`config.mk`:
```
export PLATFORM = sky130hd
export DESIGN_NAME = streaming_chunk_deframer
export DESIGN_NICKNAME = d
export VERILOG_FILES = /design/src/rtl/scd_pkg.sv /design/src/rtl/scd_front.sv /design/src/rtl/scd_queue.sv /design/src/rtl/scd_back.sv /design/src/rtl/streaming_chunk_deframer.sv
export SDC_FILE = /design/constraint.sdc
export NUM_CORES = 1
export LEC_CHECK = 0
export BUFFER_PORTS_ARGS = -buffer_cell sky130_fd_sc_hd__buf_2
export CORE_ASPECT_RATIO = 0.9
export CORE_MARGIN = 4
export CORE_UTILIZATION = 35
export CTS_BUF_LIST = sky130_fd_sc_hd__clkbuf_16
export CTS_CLUSTER_DIAMETER = 40
export DETAILED_ROUTE_END_ITERATION = 8
export PLACE_DENSITY = 0.51
export SETUP_SLACK_MARGIN = 0.3
export SLEW_MARGIN = 40
export SYNTH_ARGS = -nofsm -noshare
export SYNTH_HDL_FRONTEND = slang
export SYNTH_HIERARCHICAL = 1
export SYNTH_SLANG_ARGS = --single-unit
```
`constraint.sdc`:
```
create_clock -name i_clk -period 7.65 [get_ports i_clk]
set_input_delay 1.53 -clock i_clk [delete_from_list [all_inputs] [get_ports i_clk]]
set_output_delay 1.53 -clock i_clk [all_outputs]
set_load 0.01 [all_outputs]
```
`src/rtl/scd_pkg.sv`:
```
// Shared constants and types for the streaming chunk deframer.
// Used by every module of the block; depends on nothing.
`default_nettype none

package scd_pkg;

    localparam logic [15:0] TYPE_HEADER       = 16'h4824;
    localparam logic [15:0] TYPE_DATA         = 16'h4424;
    localparam logic [15:0] SIZE_BIAS         = 16'd8;
    localparam logic [3:0]  HDR_LAST_IDX      = 4'd11;
    localparam logic [15:0] FRAME_LEN_RESET   = 16'd4096;
    localparam int          QUEUE_DEPTH       = 4;

    // One pending result, as the parser hands it to the output side.
    typedef struct packed {
        logic        has_byte;
        logic [7:0]  data;
        logic        is_header;
        logic        last;
        logic        pad_en;
        logic [15:0] len;
        logic        error;
    } t_op;

    typedef struct packed {
        logic valid;
        t_op  op;
    } t_push;

endpackage

`default_nettype wire

```
`src/rtl/scd_front.sv`:
```
// Chunk header parser and classifier for the deframer.
// Depends on scd_pkg; pushes one operation per result into the queue.
`default_nettype none

module scd_front (
    input  wire logic          i_clk,
    input  wire logic          i_rst_n,
    input  wire logic          i_in_valid,
    output logic               o_in_ready,
    input  wire logic [7:0]    i_in_byte,
    input  wire logic [15:0]   i_frame_len,
    input  wire logic          i_q_ready,
    output scd_pkg::t_push     o_push
);
    import scd_pkg::*;

    typedef enum logic [1:0] {
        ACT_DISCARD = 2'd0,
        ACT_HEADER  = 2'd1,
        ACT_DATA    = 2'd2
    } t_action;

    logic [3:0]  r_hdr_idx, n_hdr_idx;
    logic [15:0] r_type, n_type;
    logic [15:0] r_size, n_size;
    logic [15:0] r_left, n_left;
    t_action     r_action, n_action;
    logic        r_seen, n_seen;
    logic        r_halted, n_halted;
    logic        w_accept;
    logic [15:0] w_len;
    t_push       w_push;

    assign o_in_ready = i_q_ready;
    assign w_accept   = i_in_valid && i_q_ready;
    assign w_len      = (r_size >= SIZE_BIAS) ? (r_size - SIZE_BIAS) : 16'd0;

    always_comb begin
        n_hdr_idx = r_hdr_idx;
        n_type    = r_type;
        n_size    = r_size;
        n_left    = r_left;
        n_action  = r_action;
        n_seen    = r_seen;
        n_halted  = r_halted;
        w_push    = '0;
        w_push.op.data = i_in_byte;
        w_push.op.len  = w_len;
        if (w_accept && !r_halted) begin
            if (r_left != 16'd0) begin
                n_left = r_left - 16'd1;
                w_push.op.has_byte  = 1'b1;
                w_push.op.last      = (r_left == 16'd1);
                case (r_action)
                    ACT_HEADER: begin
                        w_push.valid        = 1'b1;
                        w_push.op.is_header = 1'b1;
                    end
                    ACT_DATA: begin
                        w_push.valid     = 1'b1;
                        w_push.op.pad_en = (r_left == 16'd1);
                    end
                    default: begin
                        w_push.valid = 1'b0;
                    end
                endcase
            end else begin
                case (r_hdr_idx)
                    4'd0: n_type = {8'h00, i_in_byte};
                    4'd1: n_type = {i_in_byte, r_type[7:0]};
                    4'd2: n_size = {8'h00, i_in_byte};
                    4'd3: n_size = {i_in_byte, r_size[7:0]};
                    default: n_type = r_type;
                endcase
                n_hdr_idx = r_hdr_idx + 4'd1;
                if (r_hdr_idx == HDR_LAST_IDX) begin
                    n_hdr_idx = 4'd0;
                    n_action  = ACT_DISCARD;
                    n_left    = w_len;
                    if (r_type == TYPE_HEADER && !r_seen) begin
                        n_seen   = 1'b1;
                        n_action = ACT_HEADER;
                    end else if (r_type == TYPE_DATA && r_seen) begin
                        if (w_len > i_frame_len) begin
                            n_halted        = 1'b1;
                            n_left          = 16'd0;
                            w_push.valid    = 1'b1;
                            w_push.op.data  = 8'h00;
                            w_push.op.len   = 16'd0;
                            w_push.op.error = 1'b1;
                        end else begin
                            n_action = ACT_DATA;
                            if (w_len == 16'd0) begin
                                w_push.valid     = 1'b1;
                                w_push.op.data   = 8'h00;
                                w_push.op.last   = 1'b1;
                                w_push.op.pad_en = 1'b1;
                            end
                        end
                    end
                end
            end
        end
    end

    assign o_push = w_push;

    always_ff @(posedge i_clk) begin
        if (!i_rst_n) begin
            r_hdr_idx <= 4'd0;
            r_type    <= 16'd0;
            r_size    <= 16'd0;
            r_left    <= 16'd0;
            r_action  <= ACT_DISCARD;
            r_seen    <= 1'b0;
            r_halted  <= 1'b0;
        end else begin
            r_hdr_idx <= n_hdr_idx;
            r_type    <= n_type;
            r_size    <= n_size;
            r_left    <= n_left;
            r_action  <= n_action;
            r_seen    <= n_seen;
            r_halted  <= n_halted;
        end
    end

endmodule

`default_nettype wire

```
`src/rtl/scd_queue.sv`:
```
// Small register queue of pending operations between parser and output side.
// Depends on scd_pkg for the operation type; depth must be a power of two.
`default_nettype none

module scd_queue #(
    parameter int P_DEPTH = scd_pkg::QUEUE_DEPTH
) (
    input  wire logic       i_clk,
    input  wire logic       i_rst_n,
    input  scd_pkg::t_push  i_push,
    output logic            o_ready,
    output logic            o_valid,
    output scd_pkg::t_op    o_op,
    input  wire logic       i_pop
);
    import scd_pkg::*;

    localparam int PW = (P_DEPTH > 1) ? $clog2(P_DEPTH) : 1;
    localparam int CW = $clog2(P_DEPTH + 1);

    t_op             r_mem [P_DEPTH];
    logic [PW-1:0]   r_wr_ptr, n_wr_ptr;
    logic [PW-1:0]   r_rd_ptr, n_rd_ptr;
    logic [CW-1:0]   r_count, n_count;
    logic            w_wr;
    logic            w_rd;

    assign o_ready = (r_count != CW'(P_DEPTH));
    assign o_valid = (r_count != '0);
    assign o_op    = r_mem[r_rd_ptr];
    assign w_wr    = i_push.valid && o_ready;
    assign w_rd    = i_pop && o_valid;

    always_comb begin
        n_wr_ptr = w_wr ? r_wr_ptr + PW'(1) : r_wr_ptr;
        n_rd_ptr = w_rd ? r_rd_ptr + PW'(1) : r_rd_ptr;
        n_count  = r_count + CW'(w_wr) - CW'(w_rd);
    end

    always_ff @(posedge i_clk) begin
        if (w_wr) begin
            r_mem[r_wr_ptr] <= i_push.op;
        end
    end

    always_ff @(posedge i_clk) begin
        if (!i_rst_n) begin
            r_wr_ptr <= '0;
            r_rd_ptr <= '0;
            r_count  <= '0;
        end else begin
            r_wr_ptr <= n_wr_ptr;
            r_rd_ptr <= n_rd_ptr;
            r_count  <= n_count;
        end
    end

endmodule

`default_nettype wire

```
`src/rtl/scd_back.sv`:
```
// Output side of the deframer: works out padding and holds the result beat.
// Depends on scd_pkg; drains operations from scd_queue.
`default_nettype none

module scd_back (
    input  wire logic          i_clk,
    input  wire logic          i_rst_n,
    input  wire logic          i_q_valid,
    input  scd_pkg::t_op       i_op,
    output logic               o_pop,
    input  wire logic [15:0]   i_frame_len,
    output logic               o_out_valid,
    input  wire logic          i_out_ready,
    output logic               o_has_byte,
    output logic [7:0]         o_out_byte,
    output logic               o_is_header,
    output logic               o_last_of_chunk,
    output logic [15:0]        o_pad_zeros,
    output logic               o_error
);
    import scd_pkg::*;

    logic        r_valid;
    logic        r_has_byte;
    logic [7:0]  r_byte;
    logic        r_is_header;
    logic        r_last;
    logic [15:0] r_pad;
    logic        r_error;
    logic [15:0] w_pad;

    assign o_pop = i_q_valid && (!r_valid || i_out_ready);
    assign w_pad = (i_op.pad_en && (i_frame_len > i_op.len)) ?
                   (i_frame_len - i_op.len) : 16'd0;

    always_ff @(posedge i_clk) begin
        if (!i_rst_n) begin
            r_valid <= 1'b0;
        end else if (o_pop) begin
            r_valid <= 1'b1;
        end else if (i_out_ready) begin
            r_valid <= 1'b0;
        end
    end

    always_ff @(posedge i_clk) begin
        if (o_pop) begin
            r_has_byte  <= i_op.has_byte;
            r_byte      <= i_op.data;
            r_is_header <= i_op.is_header;
            r_last      <= i_op.last;
            r_pad       <= w_pad;
            r_error     <= i_op.error;
        end
    end

    assign o_out_valid     = r_valid;
    assign o_has_byte      = r_has_byte;
    assign o_out_byte      = r_byte;
    assign o_is_header     = r_is_header;
    assign o_last_of_chunk = r_last;
    assign o_pad_zeros     = r_pad;
    assign o_error         = r_error;

endmodule

`default_nettype wire

```
`src/rtl/streaming_chunk_deframer.sv`:
```
// Top level of the streaming chunk deframer: packet size register and the
// parser, queue and output stages. Depends on scd_pkg, scd_front, scd_queue
// and scd_back.
//
//   Channel  Handshake                    Payload
//   input    i_in_valid / o_in_ready      i_in_byte
//   output   o_out_valid / i_out_ready    o_has_byte, o_out_byte, o_is_header,
//                                         o_last_of_chunk, o_pad_zeros, o_error
//   config   i_cfg_wr_en                  i_cfg_wr_data
//
// One input beat is taken per cycle while the queue has room; a result is written
// from the parser into the queue and is then registered in the output register.
// Reset clears the parser, the queue and the output register and sets the
// packet size to 4096. An output stall fills the queue; input is refused only
// when the queue is full.
`default_nettype none

module streaming_chunk_deframer #(
    parameter int P_QUEUE_DEPTH = scd_pkg::QUEUE_DEPTH
) (
    input  wire logic          i_clk,
    input  wire logic          i_rst_n,
    input  wire logic          i_cfg_wr_en,
    input  wire logic [15:0]   i_cfg_wr_data,
    input  wire logic          i_in_valid,
    output logic               o_in_ready,
    input  wire logic [7:0]    i_in_byte,
    output logic               o_out_valid,
    input  wire logic          i_out_ready,
    output logic               o_has_byte,
    output logic [7:0]         o_out_byte,
    output logic               o_is_header,
    output logic               o_last_of_chunk,
    output logic [15:0]        o_pad_zeros,
    output logic               o_error
);
    import scd_pkg::*;

    logic [15:0] r_frame_len;
    t_push       w_push;
    logic        w_q_ready;
    logic        w_q_valid;
    t_op         w_q_op;
    logic        w_pop;

    always_ff @(posedge i_clk) begin
        if (!i_rst_n) begin
            r_frame_len <= FRAME_LEN_RESET;
        end else if (i_cfg_wr_en) begin
            r_frame_len <= i_cfg_wr_data;
        end
    end

    scd_front u_front (
        .i_clk         (i_clk),
        .i_rst_n       (i_rst_n),
        .i_in_valid    (i_in_valid),
        .o_in_ready    (o_in_ready),
        .i_in_byte     (i_in_byte),
        .i_frame_len   (r_frame_len),
        .i_q_ready     (w_q_ready),
        .o_push        (w_push)
    );

    scd_queue #(
        .P_DEPTH (P_QUEUE_DEPTH)
    ) u_queue (
        .i_clk   (i_clk),
        .i_rst_n (i_rst_n),
        .i_push  (w_push),
        .o_ready (w_q_ready),
        .o_valid (w_q_valid),
        .o_op    (w_q_op),
        .i_pop   (w_pop)
    );

    scd_back u_back (
        .i_clk           (i_clk),
        .i_rst_n         (i_rst_n),
        .i_q_valid       (w_q_valid),
        .i_op            (w_q_op),
        .o_pop           (w_pop),
        .i_frame_len     (r_frame_len),
        .o_out_valid     (o_out_valid),
        .i_out_ready     (i_out_ready),
        .o_has_byte      (o_has_byte),
        .o_out_byte      (o_out_byte),
        .o_is_header     (o_is_header),
        .o_last_of_chunk (o_last_of_chunk),
        .o_pad_zeros     (o_pad_zeros),
        .o_error         (o_error)
    );

endmodule

`default_nettype wire

```
==> impl_metrics.py, run 1 <==
metrics = {
    "setup_path": {
        "worstPathRequired_ns": 8.05,
        "end_kind": "register",
        "worstSetupStartpoint": "u_front/r_size[3]$_SDFFE_PN0P_",
        "cp.arrival_ns": 6.39,
        "r2r_start": "u_front/r_size[3]$_SDFFE_PN0P_",
        "critPathMaxFanout": 7,
        "worstSetupPathType": "register to register",
        "start_kind": "register",
    },
    "routing": {
        "drt_iter0_markers": 621,
        "routed_wl_um": 27400,
        "ant_nets": 0,
        "vias": 7682,
        "viasPerCell": 5.25,
        "dr.pass1.iters": 5,
        "drc": 0,
        "avgRoutedWirePerCell_um": 18.7,
    },
    "grt": {
        "antenna_found_initial": 0,
        "grt_max_degree": 69,
        "grt_pass1_wl_um": 43000,
        "grt_usage_pct": 15.5,
        "overflow": 0,
        "grt_pass1_vias": 7534,
    },
    "synth": {
        "syn-num-nets": 1025,
        "syn_inst": 947,
        "syn_area_sq_mm": 0.0113,
        "ys_ff_latch": 226,
        "synth_edf_count": 144,
        "ys.flop_type": "edfxtp_1",
        "async_flop_share_pct": 0,
        "yosysTopAreaCell": "edfxtp_1",
        "avgSynthCellArea_sq_um": 12.0,
        "synth_cell_types": 85,
        "yosys_warnings": 6,
        "synthTopCellsByArea": "edfxtp_1, dfxtp_1, mux4_2",
        "yosysSeqAreaShare_pct": 52.6,
        "synth_top_area_share_pct": 38.1,
    },
    "cts": {
        "cts_buffers": 38,
        "cts_tree": "yes",
        "root_buffer": "clkbuf_16",
        "cts_resized": 0,
        "clk_pin_slew_ns": 0.05,
        "cts_max_level": 2,
        "cts.path.max_buffers": 3,
        "postCtsSetupBuffers": 0,
        "cts_sinks": 226,
        "holdBufCountCts": 0,
        "clk_latency_ns": 0.51,
    },
    "final_layout": {
        "antenna_cells": 0,
        "area_growth_pct": 17.4,
        "post-route-util_pct": 41.6,
        "num-nets-final": 1095,
        "drive_gt1_share_pct": 18.7,
    },
    "timing": {
        "fin_skew_ns": 0.0186,
        "clock.fmax_mhz": 167,
        "layout_min_cycle_time_ns": 5.99,
        "period_share_pct": 78.3,
        "tightest_slew_ns": 0.750,
        "setup_violations": 0,
        "rsz0062_at_grt": "false",
        "slew_headroom_pct": 49.6,
        "report.final.slew_viol_count": 0,
        "hold_viol_final": 0,
        "fin_tns_setup_ns": 0,
    },
    "power_and_ir_drop": {
        "irDropWorstVdd_v": 0.000153,
        "p_leak_nw": 5.15,
        "pwr_density_cell_mw_per_mm2": 251,
    },
    "placement": {
        "hpwlAfterDp_um": 19100,
        "portBuffers": 58,
        "place.gp.congestion": 0.822,
    },
    "die": {
        "die_w_um": 198,
        "fp.dieArea_sq_mm": 0.0354,
        "die_h_um": 179,
        "placementRows": 62,
        "start_util_pct": 35.5,
        "boundaryPins": 59,
        "core_sq_mm": 0.0320,
    },
    "run": {
        "max_cap_violations": 0,
    },
    "hold_path": {
        "min-delay-start": "u_front/r_halted$_SDFFE_PN0P_",
        "min_path_type": "register to register",
    },
    "run_status": {
        "outcome": "completed",
    },
}
-- cells in the final DEF (no fill, tap or decap), types with 19 or more instances in the layout --
cell,count
a21oi_1,25
mux4_2,28
ha_1,47
inv_1,59
nor2b_1,54
mux2i_1,41
nand3_1,19
o21ai_0,21
buf_2,58
clkbuf_16,38
nand2_1,63
dfxtp_1,81
nor3_1,23
nor2_1,51
edfxtp_1,144
-- cell usage after synthesis (14+ instances only) --
library cell / count
clkbuf_1: 23
a21oi_1: 25
dfxtp_1: 82
o21ai_0: 21
nand3_1: 19
nand2_1: 63
edfxtp_1: 144
nor2b_1: 55
nand4_1: 14
mux4_2: 28
ha_1: 47
mux2i_1: 41
nor2_1: 51
inv_1: 56
nor3_1: 23
o31ai_1: 14
-- worst paths after layout --
check,slack (ns),cells past startpoint,end
max,1.66,22,u_queue/r_count[2]$_SDFF_PN0_
min,0.48,1,u_front/r_halted$_SDFFE_PN0P_
max reg2reg,1.66,22,u_queue/r_count[2]$_SDFF_PN0_
min reg2reg,0.48,1,u_front/r_halted$_SDFFE_PN0P_
-- report_power, final --
part           total, mW  switching [mW]  internal, mW  leakage [nW]
Combinational      0.288           0.172         0.116          2.42
Clock               1.71           0.611          1.09         0.635
Sequential          1.35          0.0347          1.31          2.10
Total               3.34           0.818          2.52          5.15
-- metal layers --
| layer | routed length, um | track usage, % | up-vias |
|---|---|---|---|
| li1 | - | - | 3707 |
| met3 | 1600 | 3.10 | 42 |
| met5 | 0 | 0 | - |
| met4 | 643 | 4.25 | 0 |
| met1 | 13100 | 22.5 | 3728 |
| met2 | 12100 | 23.7 | 205 |
-- final cells by class --
type	count	area [sq um]
timing repair buffer	72	395
clock buffer	38	951
tap	416	520
sequential	226	5970
inverter	56	210
clock inverter	32	348
multi-input combinational	623	4920
fill	3032	18600
-- state kept, by name, summed over array words and instances (netlist names), 2 cells and up, named ones only --
signal / cells
u_front/r_left: 16
u_front/r_hdr_idx: 4
u_queue/r_rd_ptr: 2
u_queue/r_count: 3
u_front/r_size: 16
u_queue/r_wr_ptr: 2
u_queue/r_mem: 116
r_frame_len: 16
u_back/o_out_byte: 8
u_back/o_pad_zeros: 16
u_front/r_action: 2
u_front/r_type: 16
-- per-stage QoR --
step | power (mW) | worst slack (ns) | instance area (sq um) | std cells | hold slack (ns)
floorplan | 1.58 | 2.22 | 11300 | 947 | 0.456
global placement | 1.65 | 1.82 | 12000 | 1393 | 0.464
detailed placement | 1.65 | 1.69 | 12000 | 1393 | 0.472
CTS | 3.38 | 1.64 | 13300 | 1463 | 0.484
global route | 3.48 | 1.11 | 13300 | 1463 | 0.516
finish | 3.34 | 1.66 | 13300 | 1463 | 0.482
-- worst max-delay path: stages, from the launching register on --
cell and delay (ns):
dfxtp_1 0.39, inv_1 0.09, ha_1 0.19, or3b_1 0.43, nor4_1 0.31, mux2i_1 0.44
inv_1 0.16, ha_1 0.34, nand4_1 0.18, a2111oi_0 0.68, o31ai_2 0.25, nor4_4 0.32
or3_1 0.18, a21boi_1 0.47, inv_1 0.09, ha_1 0.30, inv_1 0.05, ha_1 0.12
inv_1 0.05, fa_1 0.40, xnor2_1 0.14, xnor2_1 0.13, and2_1 0.15
-- kinds of logic (layout without fill, tap and decap cells) --
logic type	Yosys count	in the layout	synth area share (%)
AOI/OAI and AO/OA	152	152	9.81
adders and majority gates	49	49	5.54
buffers and inverters	98	198	4.08
xor gates and xnor gates	18	18	1.39
muxes	71	71	9.53
DFF	226	226	52.6
and+or+nand+nor	333	333	17.0
Power figures use the tool's default switching activity.
==> run 2, diff against run 1 <==
==> constraint.sdc (replaced) <==
create_clock -name i_clk -period 5.8 [get_ports i_clk]
set_input_delay 1.16 -clock i_clk [delete_from_list [all_inputs] [get_ports i_clk]]
set_output_delay 1.16 -clock i_clk [all_outputs]
set_load 0.01 [all_outputs]
==> run 2 against run 1 <==
  * First-iteration DRC count is 20% lower
  * Global-route usage down 0.058 points
  * Clock power grew 30%
  * Hold slack got worse by 0.00085 ns
  * Via count is 0.92% lower
  * Critical path type unchanged
==> impl_metrics.py, run 2 (same netlist as run 1, synthesis figures left out) <==
metrics = {
    "run_status": {
        "outcome": "completed",
    },
    "hold_path": {
        "min_path_type": "register to register",
    },
    "timing": {
        "fin_tns_setup_ns": 0,
        "clock.fmax_mhz": 193,
        "report.final.slew_viol_count": 0,
        "setup_violations": 0,
        "layout_min_cycle_time_ns": 5.18,
        "rsz0062_at_grt": "false",
        "fin_skew_ns": 0.0151,
        "fin_ws_ns": 0.623,
        "worst_hold_slack_ns": 0.481,
        "period_share_pct": 89.3,
        "hold_viol_final": 0,
        "slew_headroom_pct": 48.6,
        "tightest_slew_ns": 0.764,
    },
    "cts": {
        "clk_pin_slew_ns": 0.06,
        "cts_sinks": 226,
        "root_buffer": "clkbuf_16",
        "holdBufCountCts": 0,
        "cts_tree": "yes",
        "cts_max_level": 2,
        "cts_buffers": 38,
        "clk_latency_ns": 0.52,
        "cts.path.max_buffers": 3,
    },
    "routing": {
        "dr.pass1.iters": 5,
        "ant_nets": 0,
        "routed_wl_um": 27300,
        "vias": 7611,
        "viasPerCell": 5.18,
        "drc": 0,
        "avgRoutedWirePerCell_um": 18.6,
        "drt_iter0_markers": 496,
    },
    "grt": {
        "grt_max_degree": 68,
        "met3_usage_pct": 3.34,
        "grt-busiest-layer": "met2",
        "antenna_found_initial": 0,
        "grtUsageMet2_pct": 24.0,
        "grt_pass1_wl_um": 42800,
        "use_met1_pct": 22.0,
        "grt_pass1_vias": 7500,
        "overflow": 0,
        "grt_usage_pct": 15.4,
    },
    "setup_path": {
        "r2r_start": "u_front/r_size[4]$_SDFFE_PN0P_",
        "r2r_end": "u_queue/r_count[2]$_SDFF_PN0_",
        "critical_path.endpoint": "u_queue/r_count[2]$_SDFF_PN0_",
        "worstSetupPathType": "register to register",
        "critPathMaxFanout": 7,
        "cp.arrival_ns": 5.58,
        "worstPathRequired_ns": 6.20,
        "rr_worst_depth": 24,
        "r2r_slack_ns": 0.62,
        "worstSetupStartpoint": "u_front/r_size[4]$_SDFFE_PN0P_",
        "end_kind": "register",
        "start_kind": "register",
    },
    "power_and_ir_drop": {
        "irDropWorstVdd_v": 0.000268,
        "internal_power_mw": 3.28,
        "power.share.switching_pct": 25.1,
        "p_switching_mw": 1.10,
        "power.share.combinational_pct": 8.7,
        "clkPwrFrac_pct": 50.8,
        "p_leak_nw": 5.19,
        "pwr_density_cell_mw_per_mm2": 327,
        "p_seq_share_pct": 40.5,
    },
    "die": {
        "start_util_pct": 35.5,
        "boundaryPins": 59,
        "fp.dieArea_sq_mm": 0.0354,
        "core_sq_mm": 0.0320,
        "die_h_um": 179,
        "die_w_um": 198,
        "placementRows": 62,
    },
    "final_layout": {
        "antenna_cells": 0,
        "top_register": "u_queue/r_mem",
        "drive_gt1_share_pct": 19.9,
        "fill_cells": 3036,
        "mostFrequentLayoutCells": "edfxtp_1, dfxtp_1, nand2_1, inv_1, buf_2",
        "area_growth_pct": 18.1,
        "num-nets-final": 1100,
        "final_common_cell": "edfxtp_1",
        "largest_register_ffs": 116,
    },
    "placement": {
        "place.gp.congestion": 0.818,
        "portBuffers": 58,
        "hpwlAfterDp_um": 19000,
        "place_ws_ns": 0.251,
    },
    "run": {
        "max_cap_violations": 0,
    },
}
## run 2: cell count changes in the layout (fill, tap and decap cells not counted), sizes merged
cell and change:
inv +4, clkbuf +1, bufinv -2, clkinv -3, buf +5
## run 2: layer usage
metal	share of wire, %	routed length (um)	up-vias
li1	-	-	3716
met1	48	13000	3704
met2	45	12400	160
met3	5.4	1470	31
met4	1.5	423	0
met5	0	0	-
## run 2: worst max-delay path, cell delays in order (launching register included)
cell	delay (ns)
dfxtp_1	0.35
inv_1	0.07
ha_1	0.19
or3b_1	0.44
nor4_2	0.28
mux2i_1	0.28
inv_1	0.13
ha_1	0.33
nand4_1	0.21
nor4_1	0.40
inv_1	0.13
o31ai_4	0.12
nor4_4	0.09
or3_1	0.39
a21boi_1	0.15
buf_4	0.17
inv_1	0.06
ha_1	0.22
inv_1	0.05
ha_1	0.13
inv_1	0.05
fa_1	0.40
xnor2_1	0.14
xnor2_1	0.13
and2_1	0.15
## run 2: layout make-up
class | count | area, sq um | area share [%]
multi-input combinational | 623 | 4960 | 37.1
clock buffer | 39 | 976 | 7.29
inverter | 56 | 210 | 1.57
sequential | 226 | 5970 | 44.6
timing repair buffer | 77 | 433 | 3.23
clock inverter | 31 | 322 | 2.40
tap | 416 | 520 | 3.89
## run 2: metrics by stage
step	util, %	std cells	power (mW)	cell area [sq um]
after global routing	41.9	1468	4.57	13400
final	41.9	1468	4.38	13400
after floorplan	-	947	2.08	11300
after CTS	41.8	1467	4.44	13300
after detailed placement	37.7	1397	2.18	12000
after global placement	37.7	1397	2.18	12000
## run 2: timing repair
item                                    in CTS  in global routing
resized for setup                            1                  5
pin swaps                                    0                  2
endpoints found under the setup margin       1                  2
buffers inserted                             0                  1
## run 2: worst min path at each step
stage,startpoint,end,cells after the start
2_1_floorplan,u_front/r_halted$_SDFFE_PN0P_,u_front/r_halted$_SDFFE_PN0P_,1
3_3_place_gp,u_front/r_halted$_SDFFE_PN0P_,u_front/r_halted$_SDFFE_PN0P_,1
3_5_place_dp,u_front/r_halted$_SDFFE_PN0P_,u_front/r_halted$_SDFFE_PN0P_,1
4_1_cts,u_front/r_halted$_SDFFE_PN0P_,u_front/r_halted$_SDFFE_PN0P_,1
5_1_grt,u_front/r_halted$_SDFFE_PN0P_,u_front/r_halted$_SDFFE_PN0P_,1
6_report,u_front/r_halted$_SDFFE_PN0P_,u_front/r_halted$_SDFFE_PN0P_,1
## run 2: power groups by stage
stage | registers (mW) | logic, mW | clock network [mW]
after detailed placement | 1.80 | 0.375 | 0
after floorplan | 1.79 | 0.290 | 0
after global routing | 1.78 | 0.424 | 2.37
after CTS | 1.77 | 0.377 | 2.29
final | 1.77 | 0.381 | 2.22
after global placement | 1.81 | 0.372 | 0
==> run 3, diff against run 2 <==
--- a/config.mk
+++ b/config.mk
@@ -5,7 +5,7 @@
 export SDC_FILE = /design/constraint.sdc
 export NUM_CORES = 1
 export LEC_CHECK = 0
-export BUFFER_PORTS_ARGS = -buffer_cell sky130_fd_sc_hd__buf_2
+export BUFFER_PORTS_ARGS = -buffer_cell sky130_fd_sc_hd__buf_4
 export CORE_ASPECT_RATIO = 0.9
 export CORE_MARGIN = 4
 export CORE_UTILIZATION = 35
==> run 3 against run 2 <==
  * Critical path depth did not move
  * Largest cell class unchanged
  * Combinational power increased by 3%
  * Core utilization grew 0.46 points
  * Register-to-register slack improved by 0.09 ns
  * Setup slack improved by 0.085 ns
  * Flip-flop and latch count is the same
  * Clock skew up 0.0026 ns
==> impl_metrics.py, run 3 (same netlist as run 1, synthesis figures left out) <==
metrics = {
    "grt": {
        "grt_usage_pct": 15.6,
        "grt_pass1_wl_um": 43300,
        "antenna_found_initial": 0,
        "overflow": 0,
        "grt_pass1_vias": 7668,
        "grt_max_degree": 86,
    },
    "routing": {
        "dr.pass1.iters": 5,
        "avgRoutedWirePerCell_um": 18.9,
        "drt_iter0_markers": 447,
        "ant_nets": 0,
        "vias": 7648,
        "viasPerCell": 5.22,
        "drc": 0,
        "routed_wl_um": 27700,
    },
    "timing": {
        "layout_min_cycle_time_ns": 5.09,
        "rsz0062_at_grt": "false",
        "tightest_slew_ns": 0.800,
        "hold_viol_final": 0,
        "setup_violations": 0,
        "report.final.slew_viol_count": 0,
        "fin_tns_setup_ns": 0,
        "period_share_pct": 87.8,
        "clock.fmax_mhz": 196,
        "worst_hold_slack_ns": 0.502,
        "fin_skew_ns": 0.0178,
        "slew_headroom_pct": 46.1,
    },
    "final_layout": {
        "antenna_cells": 0,
        "num-nets-final": 1099,
        "drive_gt1_share_pct": 19.8,
        "area_growth_pct": 19.4,
        "mostFrequentLayoutCells": "edfxtp_1, dfxtp_1, buf_4, nand2_1, inv_1",
        "top_register": "u_queue/r_mem",
        "final_common_cell": "edfxtp_1",
        "final_cells": 1465,
        "largest_register_ffs": 116,
    },
    "setup_path": {
        "r2r_end": "u_queue/r_count[2]$_SDFF_PN0_",
        "critPathSlowestCell": "or3b_4",
        "r2r_slack_ns": 0.71,
        "worstSetupPathType": "register to register",
        "cpPeakStageDelay_ns": 0.42,
        "end_kind": "register",
        "path_cells": "inv_1, ha_1, or3b_4, nor4_2, mux2i_1, inv_1, ha_1, nand4_1, nor2_1, a21o_1, o31ai_4, nor4_4, or3_1, a21boi_1, buf_4, inv_1, ha_1, inv_1, ha_1, inv_1, fa_1, xnor2_1, xnor2_1, and2_1",
        "crit_top_cell": "inv_1",
        "cp.buffers_inverters": 6,
        "start_kind": "register",
        "r2r_start": "u_front/r_size[4]$_SDFFE_PN0P_",
        "critPathMaxFanout": 7,
        "worstPathRequired_ns": 6.20,
        "critPathTopFamily": "simple AND/OR/NAND/NOR gates",
        "cp.arrival_ns": 5.49,
        "rr_worst_depth": 24,
    },
    "power_and_ir_drop": {
        "irDropWorstVdd_v": 0.000200,
        "finalPower_mw": 4.40,
        "pwr_density_cell_mw_per_mm2": 325,
        "power.share.switching_pct": 24.9,
        "p_seq_share_pct": 40.3,
        "clkPwrFrac_pct": 50.8,
        "p_leak_nw": 5.24,
        "internal_power_mw": 3.31,
        "power.share.combinational_pct": 8.9,
        "p_switching_mw": 1.10,
    },
    "hold_path": {
        "hold_end": "u_front/r_action[0]$_SDFFE_PN0P_",
        "whs_path_depth": 2,
        "min_path_type": "register to register",
        "min-delay-start": "u_front/r_action[0]$_SDFFE_PN0P_",
    },
    "cts": {
        "root_buffer": "clkbuf_16",
        "cts_sinks": 226,
        "cts_max_level": 2,
        "holdBufCountCts": 0,
        "cts.path.max_buffers": 3,
        "cts_buffers": 38,
        "cts_tree": "yes",
        "postCtsSetupBuffers": 0,
        "clk_latency_ns": 0.51,
        "clk_pin_slew_ns": 0.05,
    },
    "die": {
        "fp.dieArea_sq_mm": 0.0354,
        "core_sq_mm": 0.0320,
        "placementRows": 62,
        "start_util_pct": 35.5,
        "die_w_um": 198,
        "die_h_um": 179,
        "boundaryPins": 59,
    },
    "placement": {
        "portBuffers": 58,
        "place.gp.congestion": 0.844,
        "hpwlAfterDp_um": 19000,
        "place_inst": 1397,
    },
    "run": {
        "max_cap_violations": 0,
    },
    "run_status": {
        "outcome": "completed",
    },
}
-- run 3: cell type report --
class | count | area, sq um
fill | 2999 | 18400
sequential | 226 | 5970
multi-input combinational | 623 | 4980
clock buffer | 40 | 1000
timing repair buffer | 76 | 574
tap | 416 | 520
clock inverter | 28 | 285
inverter | 56 | 210
-- run 3: routing by layer --
layer,track usage (%),wire (um),vias up
met4,4.16,492,0
met5,0,0,-
met2,24.6,12700,172
met3,2.78,1400,31
met1,22.3,13100,3725
li1,-,-,3720
-- run 3: repair_timing --
item / in CTS / in global routing
pin swaps: 0 / 3
gates cloned: 0 / 0
setup endpoints to repair: 1 / 2
resized for setup: 1 / 9
-- run 3: worst reg2reg max path: stages, from the launching register on --
cell      delay (ns)
dfxtp_1         0.35
inv_1           0.07
ha_1            0.18
or3b_4          0.42
nor4_2          0.25
mux2i_1         0.29
inv_1           0.13
ha_1            0.32
nand4_1         0.24
nor2_1          0.09
a21o_1          0.20
o31ai_4         0.34
nor4_4          0.10
or3_1           0.38
a21boi_1        0.14
buf_4           0.17
inv_1           0.05
ha_1            0.22
inv_1           0.05
ha_1            0.13
inv_1           0.05
fa_1            0.39
xnor2_1         0.14
xnor2_1         0.12
and2_1          0.15
-- run 3: stage by stage --
step / util (%) / setup WS, ns / cell area [sq um]
finish: 42.4 / 0.709 / 13500
global route: 42.4 / 0.293 / 13500
CTS: 42.2 / 0.366 / 13500
detailed placement: 38.2 / 0.279 / 12200
global placement: 38.1 / 0.329 / 12200
floorplan: - / 0.372 / 11300
-- run 3: power by group through the flow --
stage	Sequential [mW]	Combinational, mW	Clock [mW]
4_1_cts	1.77	0.387	2.29
3_3_place_gp	1.81	0.381	0
3_5_place_dp	1.81	0.385	0
6_report	1.78	0.391	2.24
5_1_grt	1.78	0.436	2.37
2_1_floorplan	1.79	0.290	0
-- run 3: worst max-delay path by stage --
stage | startpoint | to | slack, ns | depth (start not counted)
after floorplan | u_front/r_size[3]$_SDFFE_PN0P_ | u_queue/r_count[2]$_SDFF_PN0_ | 0.37 | 22
after global placement | u_front/r_size[4]$_SDFFE_PN0P_ | u_queue/r_count[2]$_SDFF_PN0_ | 0.33 | 23
after detailed placement | u_front/r_size[4]$_SDFFE_PN0P_ | u_queue/r_count[2]$_SDFF_PN0_ | 0.28 | 23
after CTS | u_front/r_size[4]$_SDFFE_PN0P_ | u_queue/r_count[2]$_SDFF_PN0_ | 0.37 | 23
after global routing | u_front/r_size[4]$_SDFFE_PN0P_ | u_queue/r_count[2]$_SDFF_PN0_ | 0.29 | 23
final | u_front/r_size[4]$_SDFFE_PN0P_ | u_queue/r_count[2]$_SDFF_PN0_ | 0.71 | 24
